## src/rtl/core/cnls_g711_enc.sv

```systemverilog
module cnls_g711_enc (
  input  logic [15:0] mag,
  input  logic        law,
  output logic [6:0]  code
);

  logic [12:0] a_v;
  logic [3:0]  a_seg;
  logic [2:0]  a_shift;
  logic [3:0]  a_step;
  logic [6:0]  a_code;
  logic [13:0] u_c;
  logic [13:0] u_v;
  logic [3:0]  u_seg;
  logic [3:0]  u_shift;
  logic [3:0]  u_step;
  logic [6:0]  u_code;

  // A-law: segment is the count of segment ends at or below the scaled magnitude
  always_comb begin
    a_v   = mag[15:3];
    a_seg = 4'd0;
    for (int k = 0; k < 8; k++) begin
      if ({1'b0, a_v} >= (14'd32 << k)) a_seg = a_seg + 4'd1;
    end
    a_shift = (a_seg < 4'd2) ? 3'd1 : a_seg[2:0];
    a_step  = 4'(a_v >> a_shift);
    a_code  = a_seg[3] ? 7'h7F : {a_seg[2:0], a_step};
  end

  // mu-law: clip, add bias, then find the segment
  always_comb begin
    u_c   = mag[15:2];
    if (u_c > 14'd8159) u_c = 14'd8159;
    u_v   = u_c + 14'h21;
    u_seg = 4'd0;
    for (int k = 0; k < 8; k++) begin
      if ({1'b0, u_v} >= (15'd64 << k)) u_seg = u_seg + 4'd1;
    end
    u_shift = {1'b0, u_seg[2:0]} + 4'd1;
    u_step  = 4'(u_v >> u_shift);
    u_code  = u_seg[3] ? 7'h7F : {u_seg[2:0], u_step};
  end

  assign code = law ? a_code : u_code;

endmodule

```

## config.mk

```make
export PLATFORM = sky130hd
export DESIGN_NAME = cnls_g711_enc
export DESIGN_NICKNAME = d
export VERILOG_FILES = /design/src/rtl/core/cnls_g711_enc.sv
export SDC_FILE = /design/constraint.sdc
export NUM_CORES = 1
export LEC_CHECK = 0
export BUFFER_PORTS_ARGS = -buffer_cell sky130_fd_sc_hd__buf_2
export CAP_MARGIN = 20
export CORE_MARGIN = 3
export CORE_UTILIZATION = 66
export DETAILED_ROUTE_END_ITERATION = 6
export GPL_ROUTABILITY_DRIVEN = 0
export PLACE_DENSITY = 0.88
export SLEW_MARGIN = 20
export SYNTH_ARGS = -nofsm -noshare
export SYNTH_HDL_FRONTEND = slang
export SYNTH_SLANG_ARGS = --single-unit
```

## constraint.sdc

```tcl
create_clock -name vclk -period 32.1
set_input_delay 6.42 -clock vclk [all_inputs]
set_output_delay 6.42 -clock vclk [all_outputs]
set_load 0.03 [all_outputs]
```

==> out/summary.txt <==
Crit path largest cell delay = 0.50 ns
HP Class = input port to primary output
DRT iter0 DRCs = 320
worst slew pin tran = 0.840 ns
Port Buffer Count = 22
Met2 Routed Length = 3040 µm
critical path arrival = 14.92 ns
Compound-Gate Fraction of Synth Area = 0.282
Mapped Cells = 320
CP max FO = 13
initial antenna violation count = 0
Post-DP HPWL = 5010 µm
WL final = 6480 µm
average wire per standard cell = 17.7 µm
area leader, netlist = ha_1
combinational family with the most area after synthesis = compound AO/OA/AOI/OAI gates
simple logic cell fraction of the synthesized area = 0.272
Synth area leaders = ha_1 7.7%, mux2i_1 6.6%, mux4_2 5.6%
setup TNS = 0 ns
initial cell density of the core = 0.707
post-CTS setup buffers = 0
largest net degree at the start of global routing = 33
status = finished, final reports clean
worst setup margin = 10.76 ns
Post-route DRC = 0
IO Pins = 24
Worst Setup Start Kind = input port
final instance area = 0.00246 mm²
top-area cell type share of the netlist area = 0.0772
Crit Path Class = input port to primary output
syn nets = 352
WP data required = 25.68 ns
Distinct cells, synth = 71
sequential fraction of the synthesis area = 0
Cell Pwr Density = 22.8 mW/mm²
setup violators final = 0
CP startpoint = mag[8]
Syn Std Cell Area = 0.00243 mm²
number of global-route vias before repair = 2266
Detail Route Antenna Nets = 0
YS warnings = 0
period utilization = 0.665
Post-Synth Adder-Cell Area = 0.0772
Setup crit end kind = primary output
Max Used Layer = met4
Antenna Cells = 0
Peak VDD IR = 0.00000978 V
Total Die Area = 0.00445 mm²
Seq. cell area = 0 µm²
Vias/cell = 6.96
Die W = 66.7 µm
mux contribution to synthesized area = 0.169
xor/xnor share of the synthesized area = 0.121
first-pass GRT wire length = 10500 µm
RSZ-0062 raised after global routing = false
hold-fix buffer count after cts = 0
routed wl met3 = 536 µm
fmax = 46.9 MHz
DP Worst Slack = 10.94 ns
filler cell count = 298
Worst path most repeated cell = ha_1
DR pass1 iterations = 6
Area Overhead vs Synth = 1.34%
via count = 2553
Hold Vio Cnt, Final = 0
Slowest cell on crit path = mux4_2
sequential cell count = 0
post-CTS sizing = 0
hold path cells = 3
mean post-synth cell area = 7.60 µm²
clock buffer count = 0
Max-cap violations = 0
max-slew violation count = 0
Nets = 355
DP Area = 0.00246 mm²
GRT Util Overall = 0.295
Congestion Overflow GR = 0
ratio of cells with drive above 1 in the final layout = 0.181
Core Footprint = 0.00344 mm²
die height = 66.7 µm
worst slew margin relative to its limit = 0.438
Hold Path Origin = law
static leakage = 1.01 nW
Min Clock Period, post-route = 21.34 ns
# rows = 21
metal1 wirelength = 2810 µm
synth_stat cells (3+ instances only):
library cell and n:
nand2_1 27, nor2_1 23, a21oi_1 21, mux2i_1 16
ha_1 15, inv_1 15, xnor2_1 14, o21ai_0 13
nand3_1 10, xor2_1 9, and2_1 7, mux2_2 7
nand2b_1 7, buf_2 6, clkbuf_1 6, mux4_2 6
nand4_1 6, a21o_1 5, buf_6 5, nor3_1 5
o211ai_1 5, o21ai_1 5, or3_1 5, a211oi_1 4
a22oi_1 4, nor2b_1 4, o41ai_1 4, a311o_1 3
and3_1 3, buf_1 3, nand3b_1 3, o221ai_1 3
through the flow:
step / total power [mW] / utilization / hold WS (ns) / cells
CTS: 0.0553 / 0.716 / 13.26 / 367
floorplan: 0.0455 / - / 13.02 / 320
detailed placement: 0.0551 / 0.716 / 13.26 / 367
global route: 0.0604 / 0.716 / 13.31 / 367
finish: 0.0562 / 0.716 / 13.27 / 367
global placement: 0.0536 / 0.716 / 13.25 / 367
power breakdown:
part | switching (mW) | internal (mW)
registers | 0 | 0
logic | 0.0334 | 0.0228
clock network | 0 | 0
cell usage in the layout (no fill, tap or decap), types with 4 or more instances in the layout:
cell type and instances:
a22oi_1 4, nand3_1 10, mux2_2 7, o41ai_1 4, and2_1 7, buf_2 22, inv_1 15, xor2_1 9
a211oi_1 4, a21o_1 5, o211ai_1 5, xnor2_1 14, o21ai_0 13, ha_1 15, or3_1 5, a21oi_1 21
nor2_1 23, mux2i_1 16, nand2b_1 7, nand4_1 6, nor2b_1 4, o21ai_1 5, nor3_1 5, nand2_1 27
mux4_2 6
layout make-up:
type                       instances  area (µm²)  share of cell area
inverter                          15        56.3              0.0228
timing repair buffer              22         110              0.0447
multi-input combinational        284        2240               0.909
tap                               46        57.6              0.0234
worst max-delay path, delay by kind of cell:
family          cells  cell delay [ns]
simple gates        9             1.86
buf+inv             3             0.52
fa+ha+maj           7             2.17
compound gates      9             2.15
xor+xnor            2             0.46
mux                 4             1.34
kinds of logic after synthesis:
family                   count (synthesis)
AO/OA/AOI/OAI                           92
XOR/XNOR                                28
adder cells (fa/ha/maj)                 15
buffers and inverters                   36
multiplexers                            31
AND/OR/NAND/NOR                        118
layer usage:
layer,vias to the layer above,global-route usage
met4,0,0.0558
met2,141,0.500
li1,1222,-
met1,1178,0.411
met5,-,0
met3,12,0.0202
path summary, 6_finish.rpt:
kind | slack, ns | to
worst max-delay path | 10.76 | code[0]
worst min-delay path | 13.27 | code[6]
No activity file was read; power rests on OpenSTA's default activity.
